File: src/rtl/dcm_ram.sv
// Generic single-write, single-read RAM with registered read data.
module dcm_ram #(
    parameter int WIDTH = 32,
    parameter int DEPTH = 32
) (
    input  logic                     i_clk,
    input  logic                     i_we,
    input  logic [$clog2(DEPTH)-1:0] i_waddr,
    input  logic [WIDTH-1:0]         i_wdata,
    input  logic [$clog2(DEPTH)-1:0] i_raddr,
    output logic [WIDTH-1:0]         o_rdata
);

    logic [WIDTH-1:0] r_mem [DEPTH];
    logic [WIDTH-1:0] r_rdata;

    always_ff @(posedge i_clk) begin
        if (i_we) begin
            r_mem[i_waddr] <= i_wdata;
        end
        r_rdata <= r_mem[i_raddr];
    end

    assign o_rdata = r_rdata;

endmodule

File: config.mk
export PLATFORM = sky130hd
export DESIGN_NAME = dcm_ram
export DESIGN_NICKNAME = d
export VERILOG_FILES = /design/src/rtl/dcm_ram.sv
export SDC_FILE = /design/constraint.sdc
export NUM_CORES = 1
export LEC_CHECK = 0
export CAP_MARGIN = 20
export CORE_UTILIZATION = 60
export DETAILED_ROUTE_END_ITERATION = 8
export DONT_BUFFER_PORTS = 1
export GPL_TIMING_DRIVEN = 0
export PLACE_DENSITY_LB_ADDON = 0.25
export REMOVE_ABC_BUFFERS = 1
export SYNTH_ARGS = -nofsm -noshare
export SYNTH_HDL_FRONTEND = slang
export SYNTH_SLANG_ARGS = --single-unit
File: constraint.sdc
create_clock -name i_clk -period 5.61 [get_ports i_clk]
set_input_delay 0.2805 -clock i_clk [delete_from_list [all_inputs] [get_ports i_clk]]
set_output_delay 0.2805 -clock i_clk [all_outputs]
set_load 0.02 [all_outputs]
==> impl_metrics.yaml <==
routing:
  first_iter_violations: 2448
  routed_wl_mm: 91.2
  dr_total_vias: 21047
  post-route-drc-count: 0
  drt_pre_antenna_iters: 6
  viasPerCell: 6.41
  route.antenna.remaining_nets: 0
  wl_per_cell_um: 27.8
power:
  ir_worst_vdd_uv: 451
  total_power_mw: 16.5
  power_density_mw_per_mm2: 355
  p_leak_nw: 16.0
synth:
  ys_ff_latch: 1056
  synthCells: 2260
  ys.warnings.count: 0
  avgSynthCellArea_um2: 17.9
  netlist_area_mm2: 0.0405
  synth.distinct_cells: 25
  seq_area_frac_synth: 0.775
worst_setup_path:
  setup.worst_path.class: "input pin to register"
  endpoint_kind: "register"
  cp.required_ns: 6.11
  critPathArrivalTime_ns: 2.93
  regToRegSetupSlack_ns: 4.08
  crit_fanout: 512
  cp-start-kind: "input pin"
  ff2ff_path_depth: 5
timing:
  slew_violations: 362
  finalHoldViolations: 0
  tns_ns: 0
  rsz0062_at_grt: "no"
  setup_violations: 0
  max_slew.worst_pin.slew_ns: 2.62
  min_period_over_period: 0.432
  fin_skew_ns: 0.0146
  fmax_mhz: 413
  post-route-min-period_ns: 2.42
  slew_headroom: -0.746
floorplanning:
  dieArea_mm2: 0.0685
  start_util: 0.611
  die_w_um: 262
  fp.coreArea_mm2: 0.0662
  io_pins: 76
  std_cell_rows: 94
  fp.dieH_um: 262
clock_network:
  cts_buffers: 101
  cts_root_buf: "clkbuf_16"
  cts_tree: "yes"
  post_cts_buffers: 0
  clk_path_buf_depth: 3
  cts.reportedPaths.clkPinSlew_ns: 0.06
  insertion_delay_ns: 0.65
  clkSinkCount: 1056
  cts.htree.levels: 3
  ctsResizeCount: 0
grt:
  overflow: 0
  grt_max_degree: 513
  grt_pass1_wl_mm: 132
  grt_pass1_vias: 20644
  grt.total_usage: 0.268
  antenna_found_initial: 2
min_path:
  holdCritPathClass: "input pin to register"
  whs_path_depth: 4
placement:
  post-dp-hpwl_mm: 50.8
  io_buffers: 0
  finalWeightedCongestion: 0.716
status:
  outcome: "finished, violations left"
  violations: "max-slew violations"
final_layout:
  multiInputGateArea_mm2: 0.00861
  final_nets: 2375
  area_growth_pct: 14.4
  final_common_cell: "edfxtp_1"
  layout-drive-gt1-share: 0.107
  diodes: 0
  regArea_mm2: 0.0314
  nFillCells: 3992
  mostFrequentLayoutCells: "edfxtp_1, mux2i_1, clkbuf_16, nand3_1, nand2_1"
run:
  max-cap-violations: 0
[registers in the layout, indices dropped and copies added, names as in the netlist]
name	flops
o_rdata	32
r_mem	1024
[where the power goes]
part	internal (mW)	total (mW)	switching [mW]
combinational	0.303	0.703	0.401
clock	4.09	6.90	2.82
sequential	8.77	8.85	0.0737
[layer usage]
layer / up-vias / track usage / share of wire
met1: 10781 / 0.403 / 0.43
met3: 166 / 0.0447 / 0.084
li1: 9144 / - / -
met2: 956 / 0.409 / 0.46
met5: - / 0 / 0
met4: 0 / 0.0775 / 0.025
[kinds of logic (layout without fill, tap and decap cells)]
family | count (synthesis) | after routing | share of synthesized area
flops | 1056 | 1056 | 0.775
simple gates | 277 | 277 | 0.0310
buf+inv | 127 | 287 | 0.0186
mux | 512 | 512 | 0.127
compound gates | 288 | 288 | 0.0485
[area by class of cell]
cell class | instances | area share
multi-input combinational | 1077 | 0.186
tap | 864 | 0.0233
clock inverter | 46 | 0.0113
sequential | 1056 | 0.678
timing repair buffer | 95 | 0.0393
clock buffer | 146 | 0.0624
[repair_timing]
item                                     CTS  global route
hold buffers                              32             1
endpoints found under the setup margin     0             0
hold endpoints to repair                1024             1
[per-stage QoR]
stage	std cells	setup WS [ns]	hold slack (ns)	util	cell area, um2
after floorplan	2133	0.352	0.379	-	39700
after global placement	2997	-6.28	0.380	0.616	40800
after detailed placement	3059	2.84	0.380	0.643	42600
after CTS	3283	3.51	0.0516	0.699	46300
after global routing	3284	3.42	0.0716	0.699	46300
final	3284	3.19	0.0567	0.699	46300
[worst max-delay path, stage by stage]
cell     delay [ns]
mux2i_1        0.74
a22o_1         0.22
nor3_1         0.05
a31oi_1        0.35
nand3_1        0.14
[path summary, 6_finish.rpt]
path | end | startpoint
setup / recovery | o_rdata[15] | i_raddr[0]
hold / removal | o_rdata[19] | i_raddr[2]
setup reg to reg | o_rdata[28] | r_mem[6][28]
hold reg to reg | o_rdata[26] | r_mem[10][26]
[Yosys cell counts (all sizes together)]
cell | instances | area, um2
or2 | 1 | 6.26
nand3 | 98 | 490
nor3 | 32 | 160
dfxtp | 32 | 641
edfxtp | 1024 | 30700
and2 | 1 | 6.26
a22oi | 96 | 721
or3 | 1 | 6.26
nand2b | 2 | 12.5
nand3b | 5 | 37.5
nor2 | 34 | 128
a22o | 64 | 561
clkbuf | 48 | 188
and2b | 1 | 7.51
mux2i | 512 | 5120
a31oi | 32 | 200
a21oi | 96 | 480
nand2 | 98 | 368
buf | 79 | 566
nor2b | 1 | 6.26
or3b | 3 | 26.3
Power figures use the tool's default switching activity.
