--- config.mk ---
export PLATFORM = sky130hd
export DESIGN_NAME = dcm_trig
export DESIGN_NICKNAME = d
export VERILOG_FILES = /design/src/rtl/dcm_pkg.sv /design/src/rtl/dcm_trig.sv
export SDC_FILE = /design/constraint.sdc
export NUM_CORES = 1
export LEC_CHECK = 0
export ABC_AREA = 1
export BUFFER_PORTS_ARGS = -buffer_cell sky130_fd_sc_hd__buf_2
export CAP_MARGIN = 30
export CORE_ASPECT_RATIO = 1.5
export CORE_MARGIN = 2
export CORE_UTILIZATION = 60
export CTS_CLUSTER_SIZE = 8
export DETAILED_ROUTE_END_ITERATION = 12
export HOLD_SLACK_MARGIN = 0.08
export PLACE_DENSITY = 0.8
export SLEW_MARGIN = 20
export SYNTH_ARGS = -nofsm -noshare
export SYNTH_HDL_FRONTEND = slang
export SYNTH_SLANG_ARGS = --single-unit
--- constraint.sdc ---
create_clock -name i_clk -period 9.9 [get_ports i_clk]
set_clock_uncertainty 0.2 [all_clocks]
set_input_delay 1.485 -clock i_clk [delete_from_list [all_inputs] [get_ports i_clk]]
set_output_delay 1.485 -clock i_clk [all_outputs]
set_load 0.01 [all_outputs]
--- src/rtl/dcm_pkg.sv ---
// Shared types and constants for the DQCSK chirp mapper.
package dcm_pkg;

    localparam int MaxSubchirpLen = 32;
    localparam int MaxSubchirps   = 4;
    localparam int MaxGapLen      = 32;
    localparam int ChirpDepth     = MaxSubchirpLen * MaxSubchirps;
    localparam int GapDepth       = 2 * MaxGapLen;
    localparam int FifoDepth      = 4;

    localparam logic [1:0] CMD_PHASE = 2'd0;
    localparam logic [1:0] CMD_CHIRP = 2'd1;
    localparam logic [1:0] CMD_GAP1  = 2'd2;
    localparam logic [1:0] CMD_GAP2  = 2'd3;

    localparam logic [1:0] REG_SUB_LEN  = 2'd0;
    localparam logic [1:0] REG_SUB_CNT  = 2'd1;
    localparam logic [1:0] REG_GAP1_LEN = 2'd2;
    localparam logic [1:0] REG_GAP2_LEN = 2'd3;

    // round(2^24 * 8/pi): radians Q4.12 to 2^-16 turn
    localparam logic signed [27:0] ANG_SCALE = 28'sd42722830;

    localparam logic [30:0] SIN_C1 = 31'd1686629713;
    localparam logic [30:0] SIN_C3 = 31'd693598668;
    localparam logic [30:0] SIN_C5 = 31'd85569306;
    localparam logic [30:0] SIN_C7 = 31'd5026994;
    localparam logic [30:0] SIN_C9 = 31'd172271;

    typedef enum logic [3:0] {
        ST_IDLE,
        ST_ANGLE,
        ST_SIN,
        ST_SINW,
        ST_COS,
        ST_COSW,
        ST_CHIRP,
        ST_GAP
    } t_state;

    typedef enum logic [1:0] {
        TR_IDLE,
        TR_SQ,
        TR_HORNER,
        TR_FIN
    } t_trig_state;

    typedef struct packed {
        logic        start;
        logic [15:0] angle;
    } t_trig_req;

    typedef struct packed {
        logic               done;
        logic signed [15:0] value;
    } t_trig_rsp;

    // Horner coefficients after the C9 seed, in step order
    function automatic logic [30:0] horner_coef(input logic [1:0] k);
        case (k)
            2'd0:    horner_coef = SIN_C7;
            2'd1:    horner_coef = SIN_C5;
            2'd2:    horner_coef = SIN_C3;
            default: horner_coef = SIN_C1;
        endcase
    endfunction

endpackage

--- src/rtl/dcm_trig.sv ---
// Iterative sine unit: one shared multiplier steps a degree-9 Horner polynomial.
module dcm_trig (
    input  logic               i_clk,
    input  logic               i_rst_n,
    input  dcm_pkg::t_trig_req i_req,
    output dcm_pkg::t_trig_rsp o_rsp
);
    import dcm_pkg::*;

    t_trig_state r_state, n_state;
    logic [14:0] r_r, n_r;
    logic [14:0] r_z2, n_z2;
    logic [30:0] r_t, n_t;
    logic [1:0]  r_k, n_k;
    logic        r_neg, n_neg;
    logic        r_done, n_done;
    logic signed [15:0] r_val, n_val;

    logic [30:0] mul_a;
    logic [14:0] mul_b;
    logic [45:0] prod;
    logic [46:0] fin_sum;
    logic [17:0] fin_s;
    logic [14:0] mag;

    assign prod    = {15'd0, mul_a} * {31'd0, mul_b};
    assign fin_sum = {1'b0, prod} + 47'd268435456;
    assign fin_s   = fin_sum[46:29];
    assign mag     = (fin_s > 18'd32767) ? 15'h7FFF : fin_s[14:0];

    always_ff @(posedge i_clk) begin
        if (!i_rst_n) begin
            r_state <= TR_IDLE;
            r_done  <= 1'b0;
        end else begin
            r_state <= n_state;
            r_done  <= n_done;
        end
        r_r   <= n_r;
        r_z2  <= n_z2;
        r_t   <= n_t;
        r_k   <= n_k;
        r_neg <= n_neg;
        r_val <= n_val;
    end

    always_comb begin
        n_state = r_state;
        n_r     = r_r;
        n_z2    = r_z2;
        n_t     = r_t;
        n_k     = r_k;
        n_neg   = r_neg;
        n_val   = r_val;
        n_done  = 1'b0;
        mul_a   = r_t;
        mul_b   = r_z2;
        case (r_state)
            TR_IDLE: begin
                if (i_req.start) begin
                    // fold the quadrant onto the first quarter wave
                    n_r     = i_req.angle[14] ? (15'd16384 - {1'b0, i_req.angle[13:0]})
                                              : {1'b0, i_req.angle[13:0]};
                    n_neg   = i_req.angle[15];
                    n_state = TR_SQ;
                end
            end
            TR_SQ: begin
                mul_a   = {16'd0, r_r};
                mul_b   = r_r;
                n_z2    = prod[28:14];
                n_t     = SIN_C9;
                n_k     = 2'd0;
                n_state = TR_HORNER;
            end
            TR_HORNER: begin
                mul_a = r_t;
                mul_b = r_z2;
                n_t   = horner_coef(r_k) - prod[44:14];
                n_k   = r_k + 2'd1;
                if (r_k == 2'd3) begin
                    n_state = TR_FIN;
                end
            end
            TR_FIN: begin
                mul_a   = r_t;
                mul_b   = r_r;
                n_val   = r_neg ? -$signed({1'b0, mag}) : $signed({1'b0, mag});
                n_done  = 1'b1;
                n_state = TR_IDLE;
            end
            default: n_state = TR_IDLE;
        endcase
    end

    assign o_rsp.done  = r_done;
    assign o_rsp.value = r_val;

endmodule

==> results.json, run 1 <==
{
  "die_w_um": 156.8,
  "ctsRootBufferMaster": "clkbuf_16",
  "globalplace.congestion": 1.006,
  "antenna_found_initial": 0,
  "firstDrtPassIters": 6,
  "path_common_cell": "nand2_1",
  "final_cells": 3307,
  "clk_path_buf_depth": 2,
  "grt_usage_pct": 39.16,
  "fin_tns_setup_ps": 0,
  "path_buf_inv": 10,
  "synthesis.area_mm2": 0.02103,
  "placed_cells": 3279,
  "max_freq_mhz": 105.8,
  "first_global_vias": 19600,
  "numCtsBuffers": 9,
  "grt_pass1_wl_um": 106900,
  "hold_class": "reg2reg",
  "overflow": 0,
  "vias": 18710,
  "cts_tree": "done",
  "critical_path_class": "reg2reg",
  "ys_seq_area_share_pct": 11.71,
  "yosys_most_used_dff": "edfxtp_1",
  "finalCriticalPeriod_ps": 9450,
  "slew_violations": 0,
  "syn_avg_cell_area_um2": 7.796,
  "synth_edf_count": 80,
  "syn_to_final_growth_pct": 10.05,
  "synth.distinct_cells": 52,
  "r2r_setup_slack_ps": 450,
  "yosysWarnings": 0,
  "drc_errors": 0,
  "die_h_um": 233.3,
  "max_slew.worst_pin.slew_ps": 699.4,
  "nNetsFinal": 3371,
  "path_clk_slew_ps": 70,
  "fp.coreArea_mm2": 0.03479,
  "cp_top_family": "adder cells",
  "synth_common_cells": "607 x inv_1, 532 x nand2_1, 375 x fa_1",
  "status": "complete, no violations",
  "io_pins": 36,
  "grt_util_met2_pct": 66.38,
  "antenna_left": 0,
  "start_kind": "flip-flop",
  "clock_latency_ps": 350,
  "dieArea_mm2": 0.03659,
  "synth_top_area_cell": "fa_1",
  "grt_max_degree": 35,
  "relSlewSlack_pct": 53.37,
  "io_buffers": 35,
  "critPathSlowestCell": "fa_1",
  "initial_core_util_pct": 60.44,
  "ys_ff_latch": 83,
  "arrival_ps": 9360,
  "clkSinkCount": 83,
  "htreeDepth": 3,
  "max_stage_delay_ps": 580,
  "layout-drive-gt1-share_pct": 11.26,
  "syn-num-nets": 3239,
  "maxCapViolCount": 0,
  "wl_per_cell_um": 20.71,
  "finalSetupViolCount": 0,
  "met3_usage_pct": 5.807,
  "hpwl_um": 57680,
  "num_antenna_cells": 0,
  "fp-row-count": 84,
  "grtUsageMet1_pct": 45.97,
  "synth_top_area_share_pct": 35.71,
  "fin_crit_sh_pct": 95.46,
  "worstPathRequired_ps": 9810,
  "grt-busiest-layer": "met2",
  "fill_cells": 3062,
  "cp_max_fo": 14,
  "drt_iter0_markers": 1413,
  "final-hold-violation-count": 0,
  "endpoint_kind": "flip-flop",
  "synth.most_common_cell": "inv_1",
  "async_flop_share_pct": 0,
  "synthCells": 2697,
  "synthTopCellsByArea": "fa_1 36%, edfxtp_1 11%, inv_1 11%",
  "routed_wl_um": 68490,
  "viasPerCell": 5.656
}
[per-stage QoR]
stage          setup WS (ps)  instance area [um2]  utilization, %  hold slack (ps)
6_report               449.7                23140           66.51            435.3
3_5_place_dp           18.17                22530           64.77            381.8
3_3_place_gp           238.7                22530           64.77            327.4
4_1_cts                23.07                22860           65.71            390.9
5_1_grt               -29.22                23140           66.51            460.9
2_1_floorplan          575.2                21030               -            312.4
[sequential cells by signal, summed over array words and instances, names as in the netlist]
register / flops
r_neg: 1
r_z2: 15
r_state: 2
r_r: 15
r_k: 2
r_t: 31
r_val: 16
r_done: 1
[layout make-up]
type | instances | area (um2) | share of cell area [%]
Tap cell | 473 | 591.8 | 2.558
Multi-Input combinational cell | 1936 | 16160 | 69.84
Timing Repair inverter | 1 | 7.507 | 0.03244
Timing Repair Buffer | 170 | 1225 | 5.294
Clock buffer | 9 | 225.2 | 0.9733
Sequential cell | 83 | 2462 | 10.64
Inverter | 628 | 2372 | 10.25
Clock inverter | 7 | 93.84 | 0.4056
[path summary, 6_finish.rpt]
| kind | depth (start not counted) | start | endpoint |
|---|---|---|---|
| max | 47 | r_state[1]$_SDFFE_PN0P_ | r_val[12]$_DFFE_PP_ |
| min reg2reg | 2 | r_state[1]$_SDFFE_PN0P_ | r_state[1]$_SDFFE_PN0P_ |
| max reg2reg | 47 | r_state[1]$_SDFFE_PN0P_ | r_val[12]$_DFFE_PP_ |
| min | 2 | r_state[1]$_SDFFE_PN0P_ | r_state[1]$_SDFFE_PN0P_ |
[tightest hold or removal path: stages, from the launching register on]
cell and delay (ps):
dfxtp_1 330, inv_1 160, a21oi_1 100
[cell usage in the layout, fill, tap and decap left out, types with 7 or more instances in the layout]
cell | Yosys | final
a21o_1 | 13 | 13
nor2_2 | 8 | 10
nor2_4 | 5 | 7
nand3_1 | 67 | 67
buf_2 | 1 | 35
nand2_2 | 26 | 29
a21oi_1 | 110 | 105
nor4_1 | 9 | 7
nor3_1 | 15 | 14
nor2_1 | 369 | 365
or2_2 | 16 | 16
nand4_1 | 13 | 13
inv_1 | 607 | 604
o21bai_1 | 13 | 12
inv_2 | 5 | 11
nand2_4 | 9 | 9
xnor2_1 | 20 | 19
buf_6 | 2 | 9
ha_1 | 148 | 145
edfxtp_1 | 80 | 80
fa_1 | 375 | 375
clkbuf_16 | 0 | 9
buf_4 | 1 | 123
clkinv_1 | 16 | 9
nand3_2 | 9 | 9
o21ai_2 | 1 | 9
o21ai_1 | 19 | 24
nand2_1 | 532 | 529
o21ai_0 | 83 | 69
xor2_1 | 38 | 35
[per-layer routing]
metal | vias to the layer above | wire length, um | part of all wire [%]
met4 | 0 | 5565 | 8.1
met1 | 9098 | 24240 | 35
met5 | - | 0 | 0
met2 | 930 | 33450 | 49
met3 | 307 | 5231 | 7.6
li1 | 8371 | - | -
[cells by family (layout without fill, tap and decap cells)]
| group | count (synthesis) | in the layout | share of synthesized area [%] |
|---|---|---|---|
| fa+ha+maj | 523 | 523 | 44.51 |
| flops | 83 | 83 | 11.71 |
| simple gates | 1092 | 1092 | 22.11 |
| buf+inv | 678 | 815 | 12.20 |
| xor+xnor | 61 | 61 | 2.648 |
| compound gates | 260 | 260 | 6.814 |
[timing repair]
| action | CTS | global route |
|---|---|---|
| setup endpoints to repair | 4 | 32 |
| gates cloned | 0 | 1 |
| resized for setup | 1 | 66 |
| setup buffers | 0 | 10 |
| hold buffers | 0 | 0 |
| pin swaps | 0 | 1 |
Power of run 1 is not shown: default switching activity piles up to over one toggle a cycle in this logic, so the estimate is an artifact.
==> run 2, diff against run 1 <==
--- a/config.mk
+++ b/config.mk
@@ -15,7 +15,6 @@
 export DETAILED_ROUTE_END_ITERATION = 12
 export HOLD_SLACK_MARGIN = 0.08
 export PLACE_DENSITY = 0.8
-export SLEW_MARGIN = 20
 export SYNTH_ARGS = -nofsm -noshare
 export SYNTH_HDL_FRONTEND = slang
 export SYNTH_SLANG_ARGS = --single-unit
==> constraint.sdc (replaced) <==
create_clock -name i_clk -period 9.9 [get_ports i_clk]
set_clock_uncertainty 0.2 [all_clocks]
set_input_delay 0.495 -clock i_clk [delete_from_list [all_inputs] [get_ports i_clk]]
set_output_delay 0.495 -clock i_clk [all_outputs]
set_load 0.01 [all_outputs]
==> results.json, run 2 (synthesis gave the netlist of run 1 again) <==
{
  "max_stage_delay_ps": 560,
  "finalSetupViolCount": 0,
  "grt_pass1_wl_um": 106900,
  "arrival_ps": 9360,
  "antenna_left": 0,
  "clock_latency_ps": 350,
  "grt_max_degree": 35,
  "rr_worst_depth": 47,
  "io_pins": 36,
  "ctsHoldBuffers": 0,
  "maxCapViolCount": 0,
  "max_freq_mhz": 105.7,
  "antenna_found_initial": 0,
  "hold_path_end": "r_neg$_DFFE_PP_",
  "finalCriticalPeriod_ps": 9462,
  "status": "complete, no violations",
  "io_buffers": 35,
  "ctsRootBufferMaster": "clkbuf_16",
  "viasPerCell": 5.669,
  "syn_to_final_growth_pct": 10.18,
  "worstHoldStart": "i_req[15]",
  "overflow": 0,
  "worstPathRequired_ps": 9790,
  "fin_crit_sh_pct": 95.58,
  "dieArea_mm2": 0.03659,
  "path_common_cell": "nand2_1",
  "layout_common_cells": "604 x inv_1, 529 x nand2_1, 375 x fa_1",
  "clk_path_buf_depth": 2,
  "path_clk_slew_ps": 70,
  "slew_violations": 0,
  "r2r_end": "r_t[24]$_SDFFCE_PN0P_",
  "final-hold-violation-count": 0,
  "die_w_um": 156.8,
  "max_slew.worst_pin.slew_ps": 1039,
  "vias": 18760,
  "htreeDepth": 3,
  "worstReg2RegStart": "r_state[1]$_SDFFE_PN0P_",
  "wl_per_cell_um": 20.74,
  "clkSinkCount": 83,
  "grt_usage_pct": 39.16,
  "fp-row-count": 84,
  "critical_path_class": "reg2reg",
  "regMostFlops": "r_t",
  "placed_area_mm2": 0.02253,
  "hpwl_um": 57680,
  "critPathSlowestCell": "fa_1",
  "final_common_cell": "inv_1",
  "globalplace.congestion": 1.006,
  "final_area_mm2": 0.02316,
  "r2r_setup_slack_ps": 440,
  "top_regs": "r_t (31), r_val (16)",
  "layout-drive-gt1-share_pct": 11.35,
  "drt_iter0_markers": 1513,
  "numCtsBuffers": 9,
  "nNetsFinal": 3374,
  "drc_errors": 0,
  "relSlewSlack_pct": 30.73,
  "start_kind": "flip-flop",
  "hold_depth": 1,
  "cts_tree": "done",
  "die_h_um": 233.3,
  "first_global_vias": 19600,
  "num_antenna_cells": 0,
  "hold_class": "in2reg",
  "largest_reg_flops": 31,
  "fp.coreArea_mm2": 0.03479,
  "cp_max_fo": 15,
  "endpoint_kind": "flip-flop",
  "firstDrtPassIters": 5,
  "fill_cells": 3066,
  "routed_wl_um": 68630,
  "initial_core_util_pct": 60.44,
  "holdWs_ps": 116.9
}
## run 2: layout make-up
type	instances	area, um2	share of cell area, %
timing repair buffer	171	1237	5.342
multi-input combinational	1936	16160	69.78
clock inverter	7	93.84	0.4051
inverter	628	2372	10.24
timing repair inverter	3	17.52	0.07562
tap	473	591.8	2.555
sequential	83	2462	10.63
clock buffer	9	225.2	0.9722
## run 2: worst max-delay path, delay by kind of cell, from the launching register on
kind                     cells  cell delay, ps
flip-flops                   1             360
adder cells (fa/ha/maj)      9            3980
AO/OA/AOI/OAI                8            1410
AND/OR/NAND/NOR             14            1330
XOR/XNOR                     2             280
buffers and inverters       14            1610
## run 2: routing by layer
metal	part of all wire (%)	GRT usage (%)	vias to the layer above
li1	-	-	8374
met3	7.7	5.807	331
met5	0	0	-
met1	36	45.97	9084
met4	8.2	25.95	0
met2	48	66.38	974
## run 2: what timing repair did
item                                    CTS  global route
pin swaps                                 0             1
endpoints found under the setup margin    4            32
buffers inserted                          0            12
resized for setup                         1            68
cloned                                    0             3
## run 2: worst max-delay path by stage
| stage | slack (ps) | cells after the start | start | endpoint |
|---|---|---|---|---|
| finish | 440 | 47 | r_state[1]$_SDFFE_PN0P_ | r_t[24]$_SDFFCE_PN0P_ |
| global route | -30 | 48 | r_state[1]$_SDFFE_PN0P_ | r_t[24]$_SDFFCE_PN0P_ |
| CTS | 20 | 39 | r_state[1]$_SDFFE_PN0P_ | r_t[25]$_SDFFCE_PN0P_ |
| detailed placement | 20 | 39 | r_state[1]$_SDFFE_PN0P_ | r_t[21]$_SDFFCE_PN0P_ |
| global placement | 240 | 43 | r_state[1]$_SDFFE_PN0P_ | r_val[8]$_DFFE_PP_ |
| floorplan | 580 | 49 | r_state[1]$_SDFFE_PN0P_ | r_t[26]$_SDFFCE_PN0P_ |
## run 2: metrics by stage
step	instances	setup TNS (ps)	worst slack, ps	utilization (%)
after floorplan	2697	0	575.2	-
after global placement	3279	0	238.7	64.77
after detailed placement	3279	0	18.17	64.77
after CTS	3295	0	23.07	65.71
after global routing	3310	-66.31	-29.13	66.59
final	3310	0	437.6	66.59
Power of run 2 is left out for the same reason.
